File: config.mk
export PLATFORM = sky130hd
export DESIGN_NAME = ppci_back
export DESIGN_NICKNAME = d
export VERILOG_FILES = /design/src/rtl/core/ppci_pkg.sv /design/src/rtl/core/ppci_back.sv
export VERILOG_INCLUDE_DIRS = /design/src /design/src/rtl/core
export SDC_FILE = /design/constraint.sdc
export NUM_CORES = 1
export LEC_CHECK = 0
export BUFFER_PORTS_ARGS = -buffer_cell sky130_fd_sc_hd__buf_2
export CORE_MARGIN = 2
export CORE_UTILIZATION = 52
export CTS_CLUSTER_DIAMETER = 30
export DETAILED_ROUTE_END_ITERATION = 12
export HOLD_SLACK_MARGIN = 0.05
export PLACE_DENSITY_LB_ADDON = 0.25
export SLEW_MARGIN = 20
export SYNTH_ARGS = -nofsm -noshare
export SYNTH_HDL_FRONTEND = slang
export SYNTH_SLANG_ARGS = --single-unit
export TNS_END_PERCENT = 10
File: constraint.sdc
create_clock -name clk -period 7 [get_ports clk]
set_input_delay 1.05 -clock clk [delete_from_list [all_inputs] [get_ports clk]]
set_output_delay 1.05 -clock clk [all_outputs]
set_load 0.1 [all_outputs]
File: src/rtl/core/planar_pose_compose_invert_unit_defines.svh
// Shared assertion macros for the pose unit.
`ifndef PLANAR_POSE_COMPOSE_INVERT_UNIT_DEFINES_SVH
`define PLANAR_POSE_COMPOSE_INVERT_UNIT_DEFINES_SVH

// Same-cycle implication, disabled while reset is asserted.
`define PPCI_ASSERT_NOW(lbl, clk, rstn, ante, cons) \
  lbl: assert property (@(posedge clk) disable iff (!(rstn)) (ante) |-> (cons)) \
    else $error("ppci same-cycle check failed");

// Next-cycle implication, disabled while reset is asserted.
`define PPCI_ASSERT_NEXT(lbl, clk, rstn, ante, cons) \
  lbl: assert property (@(posedge clk) disable iff (!(rstn)) (ante) |=> (cons)) \
    else $error("ppci next-cycle check failed");

`endif

File: src/rtl/core/ppci_pkg.sv
package ppci_pkg;

  localparam int ROTATION_STAGES = 16;
  localparam int MAX_STAGES      = 32;
  localparam int STAGE_IDX_W     = 5;
  // Q16.32 working format with headroom for quadrant turn and CORDIC gain
  localparam int DATA_W          = 52;

  localparam logic OP_INVERT  = 1'b0;
  localparam logic OP_COMPOSE = 1'b1;

  // 0.60725293500888 in Q31
  localparam logic signed [31:0] GAIN_INV_Q31 = 32'sh4DBA76D4;

  localparam logic [31:0] ATAN_STEPS [MAX_STAGES] = '{
    32'h20000000, 32'h12E4051E, 32'h09FB385B, 32'h051111D4, 32'h028B0D43, 32'h0145D7E1,
    32'h00A2F61E, 32'h00517C55, 32'h0028BE53, 32'h00145F2F, 32'h000A2F98, 32'h000517CC,
    32'h00028BE6, 32'h000145F3, 32'h0000A2FA, 32'h0000517D, 32'h000028BE, 32'h0000145F,
    32'h00000A30, 32'h00000518, 32'h0000028C, 32'h00000146, 32'h000000A3, 32'h00000051,
    32'h00000029, 32'h00000014, 32'h0000000A, 32'h00000005, 32'h00000003, 32'h00000001,
    32'h00000001, 32'h00000000
  };

  typedef logic signed [DATA_W-1:0] data_t;
  typedef logic signed [31:0]       pos_t;
  typedef logic signed [15:0]       angle_t;
  typedef logic signed [31:0]       zang_t;

  typedef struct packed {
    logic   compose;
    pos_t   first_x;
    pos_t   first_y;
    angle_t heading;
  } side_t;

  typedef struct packed {
    logic  vld;
    data_t x;
    data_t y;
    zang_t z;
    side_t side;
  } cord_t;

endpackage

File: src/rtl/core/ppci_back.sv
`include "planar_pose_compose_invert_unit_defines.svh"

module ppci_back
  import ppci_pkg::*;
(
  input  logic   clk,
  input  logic   rst_n,
  input  cord_t  din,
  output logic   out_valid,
  output pos_t   result_x,
  output pos_t   result_y,
  output angle_t result_heading
);

  localparam data_t ROUND_HALF = data_t'(32768);

  data_t  rnd_x, rnd_y, shx, shy;
  pos_t   rot_x, rot_y;
  logic   valid_r;
  pos_t   x_r, y_r, x_nxt, y_nxt;
  angle_t head_r;

  always_comb begin
    rnd_x = din.x + ROUND_HALF;
    rnd_y = din.y + ROUND_HALF;
    shx   = rnd_x >>> 16;
    shy   = rnd_y >>> 16;
    rot_x = shx[31:0];
    rot_y = shy[31:0];
    if (din.side.compose == OP_COMPOSE) begin
      x_nxt = din.side.first_x + rot_x;
      y_nxt = din.side.first_y + rot_y;
    end else begin
      x_nxt = -rot_x;
      y_nxt = -rot_y;
    end
  end

  always_ff @(posedge clk) begin
    if (!rst_n) begin
      valid_r <= 1'b0;
    end else begin
      valid_r <= din.vld;
    end
    x_r    <= x_nxt;
    y_r    <= y_nxt;
    head_r <= din.side.heading;
  end

  assign out_valid      = valid_r;
  assign result_x       = x_r;
  assign result_y       = y_r;
  assign result_heading = head_r;

  `PPCI_ASSERT_NEXT(a_back_beat_out, clk, rst_n, din.vld,
    out_valid && (result_heading == $past(din.side.heading)))

endmodule

== After elaboration in Yosys (flattened, before gate mapping) ==
Index checks and enable logic that the tools add are counted.

* Input bits: 220
* Logic and storage cells: 12
* Output and inout port bits: 81
* Register bits: 81

* Add/subtract/negate cells: 6
* Muxes and demuxes: 2

{| class="wikitable"
|+ Operator list
! kind !! number
|-
| 48-bit by 17-bit adder with 48-bit output (second input constant) || 2
|-
| 32-bit adder || 2
|-
| 32-bit two-way mux || 2
|-
| 32-bit negation || 2
|}

== Logic depth before layout (Yosys ltp) ==
* Depth in word-level cells: 3
* Gate-level depth with buffers: 18
* Gate-level depth less buffers: 17

== Worst setup path after synthesis ==
Ideal clock, no wire load.

* Path type: input to register
* From: in din[188] (netlist name)
* To: reg x_r[31] (netlist: result_x[31])
* Library setup time: 0.072 ns
* Stages on the path: 18
* Setup slack: 2.277 ns
* Arrival time: 4.651 ns
* Data required time: 6.928 ns
* Path buffers: 3
* Cells stage by stage: buf_2 > nand4_4 > nor4_2 > buf_4 > and2_1 > clkbuf_1 > nand4_1 > xnor2_1 > ha_1 > and2_1 > and3_1 > a221oi_1 > o22ai_1 > o31ai_1 > nand2b_1 > a2111o_1 > mux2i_1 > xnor2_1

* Word-level cells in the longest chain between the ends: 3
* Elaborated cells between the ends (all ways): 4
* Those cells by class: add/sub (3); mux (1)

{| class="wikitable"
|+ RTL lines
! item !! line !! RTL
|-
| start: declaration || ppci_back.sv:8 || <nowiki>input cord_t din,</nowiki>
|-
| 48-bit by 17-bit adder with 48-bit output * || ppci_back.sv:24 || <nowiki>rnd_x = din.x + ROUND_HALF;</nowiki>
|-
| 32-bit negation / 32-bit adder (equally long branches) || ppci_back.sv:34, ppci_back.sv:31 ||
|-
| 32-bit two-way mux * || ppci_back.sv:30 || <nowiki>if (din.side.compose == OP_COMPOSE) begin</nowiki>
|-
| named net x_nxt[31] || ppci_back.sv:20 || <nowiki>pos_t x_r, y_r, x_nxt, y_nxt;</nowiki>
|-
| end signal: assignment || ppci_back.sv:45 || <nowiki>x_r <= x_nxt;</nowiki>
|-
| end: declaration || ppci_back.sv:20 ||
|}

Mark *: on every way through the listed nets, which the timed path passes. The rest lies on a longest branch.
A chain may end at the register's enable or synchronous reset.

== Worst setup path after layout ==
* From: in din[181] (netlist name)
* To: reg x_r[31] (netlist: result_x[31])

The elaborated chain is that of the path after synthesis.

==> reports/qor.yml <==
grt_max_degree: 87
placed_cells_incl_taps: 1541
final_cells: 1556
critPathLaunchType: "primary input"
power.density_mw_per_mm2: 200
grt_pass1_vias: 8202
setup_violations: 0
post-cts-setup-buffer-count: 0
synth.top_cells.by_count: "92 x nand2_1, 88 x xnor2_1, 82 x nor2_1"
fmax_ghz: 0.181
vdd_drop_max_uv: 177
drtAntennaViolNets: 0
yosysSeqAreaShare: 0.186
yosys-top-cells-area: "dfxtp_1 19%, ha_1 9.8%, xnor2_1 8.9%"
wirelength_um: 23600
max_slew_margin: 0.401
fillCellCount: 1539
io_pins: 301
die_area_mm2: 0.0178
report.final.hold_viol_count: 0
clkTransAtPathRegs_ns: 0.07
fin_nets: 1622
yosysMostFrequentCell: "nand2_1"
synthesis.area_mm2: 0.00870
grt_pass1_wl_um: 38300
clkSinkCount: 81
hold_ws_ns: 0.801
htreeDepth: 3
cts_made_buffers: 9
dr_total_vias: 8974
p_total_mw: 2.05
antenna_found_initial: 0
synth_edf_count: 0
power_leakage_nw: 4.56
critPathArrivalTime_ns: 5.79
critPathCaptureType: "flip-flop"
critPathMaxStageDelay_ns: 0.54
grt.overflow.total: 0
synth_top_area_frac: 0.186
port_buffers: 230
antenna_cells: 0
drv_cap: 0
worstPathRequired_ns: 7.28
dr.pass1.iters: 5
grt_usage: 0.260
initial_core_util: 0.528
tns_ns: 0
cts_tree: "done"
hold_path_end: "result_heading[7]$_DFF_P_"
cts_resized: 0
worst_pin_slew_ns: 0.897
ys_ff_latch: 81
rsz0062_at_grt: "false"
yosysWarnings: 0
postLayoutCellArea_mm2: 0.0103
seqCellArea_mm2: 0.00162
drive_gt1_frac: 0.224
hp-class: "in2reg"
syn_to_final_growth_pct: 18.0
die-width_um: 133
synth_area_leader_cell: "dfxtp_1"
cp.depth: 18
multi_input_area_mm2: 0.00675
num_rows: 47
critical_path.top_delay_family: "compound AO/OA/AOI/OAI gates"
min_period_ns: 5.51
hold_depth: 1
wire_per_inst_um: 15.2
utilization: 0.623
cts-root-buf: "clkbuf_16"
ys_async_sr_fraction: 0
drc: 0
min_from: "din[7]"
pre_cts_ws_ns: 1.26
synthFlopType: "dfxtp_1"
avgSynthCellArea_um2: 7.74
synth.distinct_cells: 84
synthCells: 1124
gp_congestion: 0.931
postCtsHoldBufs: 0
fp.dieH_um: 133
core_region_area_mm2: 0.0165
placed_cell_area_mm2: 0.00999
dpl.hpwl_um: 18800
drt_iter0_drc: 518
cts.path.max_buffers: 2
path_class: "in2reg"
setup_slack_ns: 1.49
crit_fanout: 10
fin_crit_sh: 0.787
via_per_inst: 5.77
slowest_stage: "or4_1"
synthesis.nets: 1414
drv_slew: 0
crit_chain: "buf_2 -> ha_1 -> nand3_1 -> or4_1 -> nor2_1 -> nand3_1 -> xor2_1 -> inv_1 -> ha_1 -> a21o_1 -> a21o_1 -> a221oi_1 -> o22ai_1 -> o31ai_1 -> nand2b_1 -> a2111o_1 -> mux2i_1 -> xnor2_1"
status: "finished clean"
critPathBufInv: 2
## final cells by class
cell class / instances / share of cell area
Sequential cell: 81 / 0.158
Multi-Input combinational cell: 963 / 0.658
Timing Repair Buffer: 234 / 0.115
Clock inverter: 6 / 0.00427
Tap cell: 220 / 0.0268
Clock buffer: 9 / 0.0219
Inverter: 43 / 0.0157
## cells by family (layout without fill, tap and decap cells)
group / Yosys count / count (layout) / share of synthesized area
simple gates: 427 / 427 / 0.275
flops: 81 / 81 / 0.186
fa+ha+maj: 70 / 70 / 0.102
xor+xnor: 156 / 156 / 0.159
compound gates: 295 / 295 / 0.222
mux: 15 / 15 / 0.0181
buf+inv: 80 / 292 / 0.0373
## metal layers
metal / vias to the layer above / global-route usage / routed length [um]
met3: 43 / 0.0377 / 1610
met1: 4080 / 0.348 / 10700
li1: 4538 / - / -
met5: - / 0 / 0
met4: 0 / 0.0780 / 505
met2: 313 / 0.433 / 10800
## power by group
| part | total [mW] | internal (mW) | switching (mW) |
|---|---|---|---|
| clock | 0.448 | 0.240 | 0.208 |
| combinational | 1.07 | 0.274 | 0.792 |
| sequential | 0.542 | 0.524 | 0.0175 |
| total | 2.05 | 1.04 | 1.02 |
## flip-flops by register name (all words and copies together), names as in the netlist
signal	flops
result_y	32
result_heading	16
out_valid	1
result_x	32
## cell usage in the layout (no fill, tap or decap), types with 17 or more instances in the layout
| cell | n |
|---|---|
| nand2_1 | 92 |
| nor3_1 | 31 |
| o21ai_0 | 74 |
| inv_1 | 43 |
| a21oi_1 | 66 |
| xor2_1 | 66 |
| nand4_1 | 24 |
| dfxtp_1 | 81 |
| xnor2_1 | 88 |
| ha_1 | 68 |
| nor2_1 | 82 |
| a21o_1 | 35 |
| nand3_1 | 49 |
| buf_2 | 230 |
| and2_1 | 22 |
| a211oi_1 | 17 |
| and3_1 | 25 |
## how the worst max path moves through the flow
stage               startpoint              endpoint  slack, ns
floorplan             din[188]  result_x[31]$_DFF_P_       2.28
global placement      din[180]  result_x[31]$_DFF_P_       1.36
detailed placement    din[181]  result_x[31]$_DFF_P_       1.26
CTS                   din[181]  result_x[31]$_DFF_P_       1.62
global route          din[181]  result_x[31]$_DFF_P_       1.19
finish                din[181]  result_x[31]$_DFF_P_       1.49
(Power assumes the default switching activity.)
