$ cat src/rtl/core/planar_pose_compose_invert_unit_defines.svh
// Shared assertion macros for the pose unit.
`ifndef PLANAR_POSE_COMPOSE_INVERT_UNIT_DEFINES_SVH
`define PLANAR_POSE_COMPOSE_INVERT_UNIT_DEFINES_SVH

// Same-cycle implication, disabled while reset is asserted.
`define PPCI_ASSERT_NOW(lbl, clk, rstn, ante, cons) \
  lbl: assert property (@(posedge clk) disable iff (!(rstn)) (ante) |-> (cons)) \
    else $error("ppci same-cycle check failed");

// Next-cycle implication, disabled while reset is asserted.
`define PPCI_ASSERT_NEXT(lbl, clk, rstn, ante, cons) \
  lbl: assert property (@(posedge clk) disable iff (!(rstn)) (ante) |=> (cons)) \
    else $error("ppci next-cycle check failed");

`endif

$ cat src/rtl/core/ppci_pkg.sv
package ppci_pkg;

  localparam int ROTATION_STAGES = 16;
  localparam int MAX_STAGES      = 32;
  localparam int STAGE_IDX_W     = 5;
  // Q16.32 working format with headroom for quadrant turn and CORDIC gain
  localparam int DATA_W          = 52;

  localparam logic OP_INVERT  = 1'b0;
  localparam logic OP_COMPOSE = 1'b1;

  // 0.60725293500888 in Q31
  localparam logic signed [31:0] GAIN_INV_Q31 = 32'sh4DBA76D4;

  localparam logic [31:0] ATAN_STEPS [MAX_STAGES] = '{
    32'h20000000, 32'h12E4051E, 32'h09FB385B, 32'h051111D4, 32'h028B0D43, 32'h0145D7E1,
    32'h00A2F61E, 32'h00517C55, 32'h0028BE53, 32'h00145F2F, 32'h000A2F98, 32'h000517CC,
    32'h00028BE6, 32'h000145F3, 32'h0000A2FA, 32'h0000517D, 32'h000028BE, 32'h0000145F,
    32'h00000A30, 32'h00000518, 32'h0000028C, 32'h00000146, 32'h000000A3, 32'h00000051,
    32'h00000029, 32'h00000014, 32'h0000000A, 32'h00000005, 32'h00000003, 32'h00000001,
    32'h00000001, 32'h00000000
  };

  typedef logic signed [DATA_W-1:0] data_t;
  typedef logic signed [31:0]       pos_t;
  typedef logic signed [15:0]       angle_t;
  typedef logic signed [31:0]       zang_t;

  typedef struct packed {
    logic   compose;
    pos_t   first_x;
    pos_t   first_y;
    angle_t heading;
  } side_t;

  typedef struct packed {
    logic  vld;
    data_t x;
    data_t y;
    zang_t z;
    side_t side;
  } cord_t;

endpackage

$ cat src/rtl/core/ppci_front.sv
module ppci_front
  import ppci_pkg::*;
(
  input  logic   clk,
  input  logic   rst_n,
  input  logic   accept,
  input  logic   operation,
  input  pos_t   first_x,
  input  pos_t   first_y,
  input  angle_t first_heading,
  input  pos_t   second_x,
  input  pos_t   second_y,
  input  angle_t second_heading,
  output cord_t  dout
);

  localparam logic [1:0] QUAD_0 = 2'd0;
  localparam logic [1:0] QUAD_1 = 2'd1;
  localparam logic [1:0] QUAD_2 = 2'd2;
  localparam logic [1:0] QUAD_3 = 2'd3;

  logic        s1_vld_r;
  data_t       s1_x_r, s1_y_r;
  logic [1:0]  s1_q_r;
  zang_t       s1_z_r;
  side_t       s1_side_r;

  logic        compose;
  pos_t        vec_x, vec_y;
  logic [15:0] ang, ang_ofs, resid;
  logic signed [63:0] prod_x, prod_y;
  data_t       pre_x_nxt, pre_y_nxt;
  zang_t       z_nxt;
  side_t       side_nxt;
  cord_t       dout_r, dout_nxt;

  always_comb begin
    compose   = (operation == OP_COMPOSE);
    vec_x     = compose ? second_x : first_x;
    vec_y     = compose ? second_y : first_y;
    ang       = compose ? first_heading : 16'(-first_heading);
    ang_ofs   = ang + 16'd8192;
    resid     = {2'b00, ang_ofs[13:0]} - 16'd8192;
    z_nxt     = {resid, 16'h0000};
    prod_x    = vec_x * GAIN_INV_Q31;
    prod_y    = vec_y * GAIN_INV_Q31;
    pre_x_nxt = DATA_W'(prod_x >>> 15);
    pre_y_nxt = DATA_W'(prod_y >>> 15);
    side_nxt.compose = compose;
    side_nxt.first_x = first_x;
    side_nxt.first_y = first_y;
    side_nxt.heading = compose ? 16'(first_heading + second_heading)
                               : 16'(-first_heading);
  end

  always_ff @(posedge clk) begin
    if (!rst_n) begin
      s1_vld_r <= 1'b0;
    end else begin
      s1_vld_r <= accept;
    end
    s1_x_r    <= pre_x_nxt;
    s1_y_r    <= pre_y_nxt;
    s1_q_r    <= ang_ofs[15:14];
    s1_z_r    <= z_nxt;
    s1_side_r <= side_nxt;
  end

  // turn by whole quarter turns, the cells handle the residual
  always_comb begin
    dout_nxt      = dout_r;
    dout_nxt.vld  = s1_vld_r;
    dout_nxt.z    = s1_z_r;
    dout_nxt.side = s1_side_r;
    case (s1_q_r)
      QUAD_0: begin
        dout_nxt.x = s1_x_r;
        dout_nxt.y = s1_y_r;
      end
      QUAD_1: begin
        dout_nxt.x = -s1_y_r;
        dout_nxt.y = s1_x_r;
      end
      QUAD_2: begin
        dout_nxt.x = -s1_x_r;
        dout_nxt.y = -s1_y_r;
      end
      QUAD_3: begin
        dout_nxt.x = s1_y_r;
        dout_nxt.y = -s1_x_r;
      end
      default: begin
        dout_nxt.x = s1_x_r;
        dout_nxt.y = s1_y_r;
      end
    endcase
  end

  always_ff @(posedge clk) begin
    if (!rst_n) begin
      dout_r.vld <= 1'b0;
    end else begin
      dout_r <= dout_nxt;
    end
  end

  assign dout = dout_r;

endmodule

$ cat config.mk
export PLATFORM = sky130hd
export DESIGN_NAME = ppci_front
export DESIGN_NICKNAME = d
export VERILOG_FILES = /design/src/rtl/core/planar_pose_compose_invert_unit_defines.svh /design/src/rtl/core/ppci_pkg.sv /design/src/rtl/core/ppci_front.sv
export SDC_FILE = /design/constraint.sdc
export NUM_CORES = 2
export LEC_CHECK = 0
export BUFFER_PORTS_ARGS = -buffer_cell sky130_fd_sc_hd__buf_2
export CAP_MARGIN = 25
export CORE_UTILIZATION = 55
export CTS_BUF_LIST = sky130_fd_sc_hd__clkbuf_4 sky130_fd_sc_hd__clkbuf_8
export DETAILED_ROUTE_END_ITERATION = 12
export PLACE_DENSITY = 0.73
export SLEW_MARGIN = 20
export SYNTH_ARGS = -nofsm -noshare
export SYNTH_HDL_FRONTEND = slang
export SYNTH_SLANG_ARGS = --single-unit
$ cat constraint.sdc
create_clock -name clk -period 13.98 [get_ports clk]
set_input_delay 3.495 -clock clk [delete_from_list [all_inputs] [get_ports clk]]
set_output_delay 3.495 -clock clk [all_outputs]
set_load 0.05 [all_outputs]
# After elaboration in Yosys (flattened, before gate mapping)
# Cells that the tools add are included.
# totals
reg_bits	400
latch_bits	0
ram_bits	0
rom_bits	0
wordCells	34
mem_count	0
# op_classes
add_sub_neg	6
multipliers	2
div_mod_pow	0
n_lt_le_gt_ge	0
n_eq_ne	3
n_shift	0
muxes	5
bitwise	0
reduce_logical	1
# op_table
operator	n
104-bit one-hot mux with 4 select lines	1
32-bit by 30-bit multiplier with 62-bit output (second input constant)	2
49-bit negation with 52-bit output	2
32-bit two-way mux	2
16-bit two-way mux	2
16-bit by 14-bit adder with 16-bit output (second input constant)	1
16-bit adder	1
16-bit negation	1
14-bit by 14-bit subtractor with 15-bit output (second input constant)	1
2-bit equality test (second input constant)	2
2-bit by 1-bit equality test with 1-bit output (second input constant)	1
2-bit logical NOT	1

# Longest topological paths before layout
# logic_depth
depth_word	4
depth_mapped	34

# Least setup slack after synthesis
# No wires, ideal clock.
# synth_path
path_type	input to register
from	input port operation
to	register s1_x_r[44]
setup_time_ps	120
arrival_ps	12672
setup_slack_ps	1188
stages	26
n_path_buf	1
path_cell_list	mux2i_1 -> inv_1 -> buf_1 -> ha_1 -> inv_1 -> fa_1 -> inv_1 -> fa_1 -> fa_1 -> inv_1 -> fa_1 -> fa_1 -> fa_1 -> inv_1 -> fa_1 -> inv_1 -> ha_1 -> and3_1 -> nand2_1 -> or3_1 -> nand2b_1 -> nor4_1 -> o21ai_0 -> a31oi_1 -> a21oi_1 -> xnor2_1
# synth_via
elab_chain_cells	2
# synth_lines
element	line_no	rtl
start, declared	ppci_front.sv:7	input logic operation,
32-bit two-way mux	ppci_front.sv:39	vec_x = compose ? second_x : first_x;
32-bit by 30-bit multiplier with 62-bit output	ppci_front.sv:45	prod_x = vec_x * GAIN_INV_Q31;
named net prod_x[59]	ppci_front.sv:31	logic signed [63:0] prod_x, prod_y;
end signal, assigned	ppci_front.sv:62	s1_x_r <= pre_x_nxt;
end, declared	ppci_front.sv:23	data_t s1_x_r, s1_y_r;
# The timed path passes the listed nets, and every way through them passes these cells.
# A chain may end at the register's enable or synchronous reset.

# Final worst setup path
# layout_path
from	input port operation
to	register s1_x_r[47]
# Same word-level chain as after synthesis.

==> results by group <==
Critical path
  – CP max stage cell: o21ai_0
  – CP peak stage delay: 770 ps
  – FF-to-FF path depth: 11
  – Crit path top cell by count: fa_1
  – R2r startpoint: s1_x_r[0]
  – Worst path depth: 27
  – CP max FO: 57
  – Critical Path Source Type: input pin
  – CP top delay family: adder cells
  – Crit path capture type: register
  – CP Launch Point: operation
  – Setup CP Type: input pin to register
  – CP required: 14610 ps
  – CP Buf/Inv Count: 4
  – Worst EP arrival: 12870 ps

Logic synthesis
  – Post-synthesis sequential element count: 396
  – Yosys warning count: 0
  – Post-synth top area share: 0.3055
  – Count leader, synth: inv_1
  – Synth Cell Area: 0.05557 sq mm
  – Top post-synthesis cells by area: fa_1, ha_1, edfxtp_1
  – Register area share after synthesis: 0.1785
  – Most common library cells after synthesis: inv_1, fa_1, ha_1
  – Post-synthesis area per instance: 10.30 sq um
  – Post-synth EDFFs: 199
  – Cell taking the most area after synthesis: fa_1
  – Post-Syn Instances: 5395
  – Post-synth ARST share: 0
  – Primary FF master, synth: edfxtp_1
  – Netlist cell types: 77

Route
  – # DRC: 0
  – Drt total wl: 161100 um
  – DR WL/cell: 22.79 um
  – Post-DR vias/cell: 5.676
  – Final ANT Viol Nets: 0
  – DR vias: 40.12k
  – Drt first pass iters: 8
  – Drt initial violations: 3941

STA
  – Period utilisation layout: 0.8752
  – Rel. slew slack: 0.3291
  – Worst-Margin Slew: 981.0 ps
  – Fmax: 81.73 MHz
  – Final TNS setup: 0 ps
  – Final Hold Vio Count: 0
  – Final setup viols: 0
  – Final min period: 12230 ps
  – Clock Skew: 29.28 ps
  – Slew Limit Fails: 0
  – RSZ-0062 raised after global routing: false

Min path
  – Hold path cells: 0
  – Worst min path class: register to register
  – Min-delay src: dout_nxt[2]

Clocking
  – Root Driver: clkbuf_8
  – # resized after CTS: 0
  – Clk slew on worst S/H paths: 70 ps
  – Total CTS buffers: 71
  – H-tree Lvls: 3
  – Post-CTS setup buffers: 0
  – Sink Count: 396
  – TritonCTS clock tree: done
  – Hold Buf Count CTS: 0
  – Worst skew pair latency: 730 ps
  – Clock Path Buffers: 3

Die
  – Die X: 319.9 um
  – Die height: 319.9 um
  – Core Region: 0.1001 sq mm
  – Die area: 0.1023 sq mm
  – # IOs: 382
  – Row cnt: 116
  – Initial Util: 0.5549

Flow run
  – MaxCap Viol Count: 0

Global routing
  – Congestion Overflow GR: 0
  – Largest net degree at the start of global routing: 104
  – Vias in the first global route: 40.98k
  – GRT Total Usage: 0.3216
  – First-pass GRT wire length: 246100 um
  – Initial antenna violation count: 15

Placed design
  – PortBufs: 365
  – Final Wtd Congestion: 1.035
  – HPWL Detailed: 138900 um

Finish
  – Layout area overhead: 8.241%
  – Fraction of layout cells with a size suffix above 1: 0.1167
  – Final nets: 7474
  – Final core occ: 0.6006

Status
  – Outcome: finished clean
-- registers in the layout, indices dropped and copies added, names as in the netlist --
register / flops
dout: 200
s1_y_r: 49
s1_q_r: 2
s1_z_r: 14
s1_vld_r: 1
dout_nxt: 81
s1_x_r: 49
-- layout make-up --
| class | count | area [sq um] |
|---|---|---|
| multi-input combinational | 3603 | 40330 |
| clock buffer | 95 | 1220 |
| tap | 1298 | 1624 |
| timing repair buffer | 380 | 1963 |
| sequential | 396 | 9927 |
| antenna | 5 | 12.51 |
| clock inverter | 36 | 357.8 |
| inverter | 1256 | 4717 |
| fill | 8521 | 40000 |
-- metal layers --
| layer | GRT usage | part of all wire |
|---|---|---|
| met1 | 0.4666 | 0.44 |
| met2 | 0.4825 | 0.44 |
| met3 | 0.06573 | 0.094 |
| met4 | 0.1025 | 0.033 |
| met5 | 0 | 0.00084 |
-- through the flow --
step	hold WS [ps]	std cells	setup slack [ps]	instance area, sq um
2_1_floorplan	385.5	5410	1188	55620
3_3_place_gp	385.6	6932	1224	58540
3_5_place_dp	388.7	6932	1246	58540
4_1_cts	399.8	7063	1980	60120
5_1_grt	401.0	7067	1305	60140
6_report	388.3	7069	1745	60150
-- kinds of logic (layout without fill, tap and decap cells) --
kind of cell / Yosys count / after routing / synth area share
adders and majority gates: 1602 / 1602 / 0.4753
buffers and inverters: 1411 / 1767 / 0.09702
AOI/OAI and AO/OA: 746 / 746 / 0.08473
and+or+nand+nor: 706 / 706 / 0.06208
DFF: 396 / 396 / 0.1785
xor gates and xnor gates: 348 / 348 / 0.05485
muxes: 185 / 185 / 0.04746
other: 1 / 21 / 0.00006748
-- cell usage in the layout, fill, tap and decap left out, types with 124 or more instances in the layout --
cell type,instances
xnor2_1,175
edfxtp_1,199
a21oi_1,285
nor2_1,193
dfxtp_1,195
fa_1,848
inv_1,1254
o21ai_0,124
xor2_1,173
nand2_1,174
ha_1,754
buf_2,363
-- worst paths after layout --
check,slack (ps),endpoint
max,1750,s1_x_r[47]
min,390,dout[2]
max reg2reg,9250,dout[207]
min reg2reg,390,dout[2]
Power is left out: the tool's default activity adds up to more than one toggle a clock period on the data nets, which glitch-free logic cannot reach.
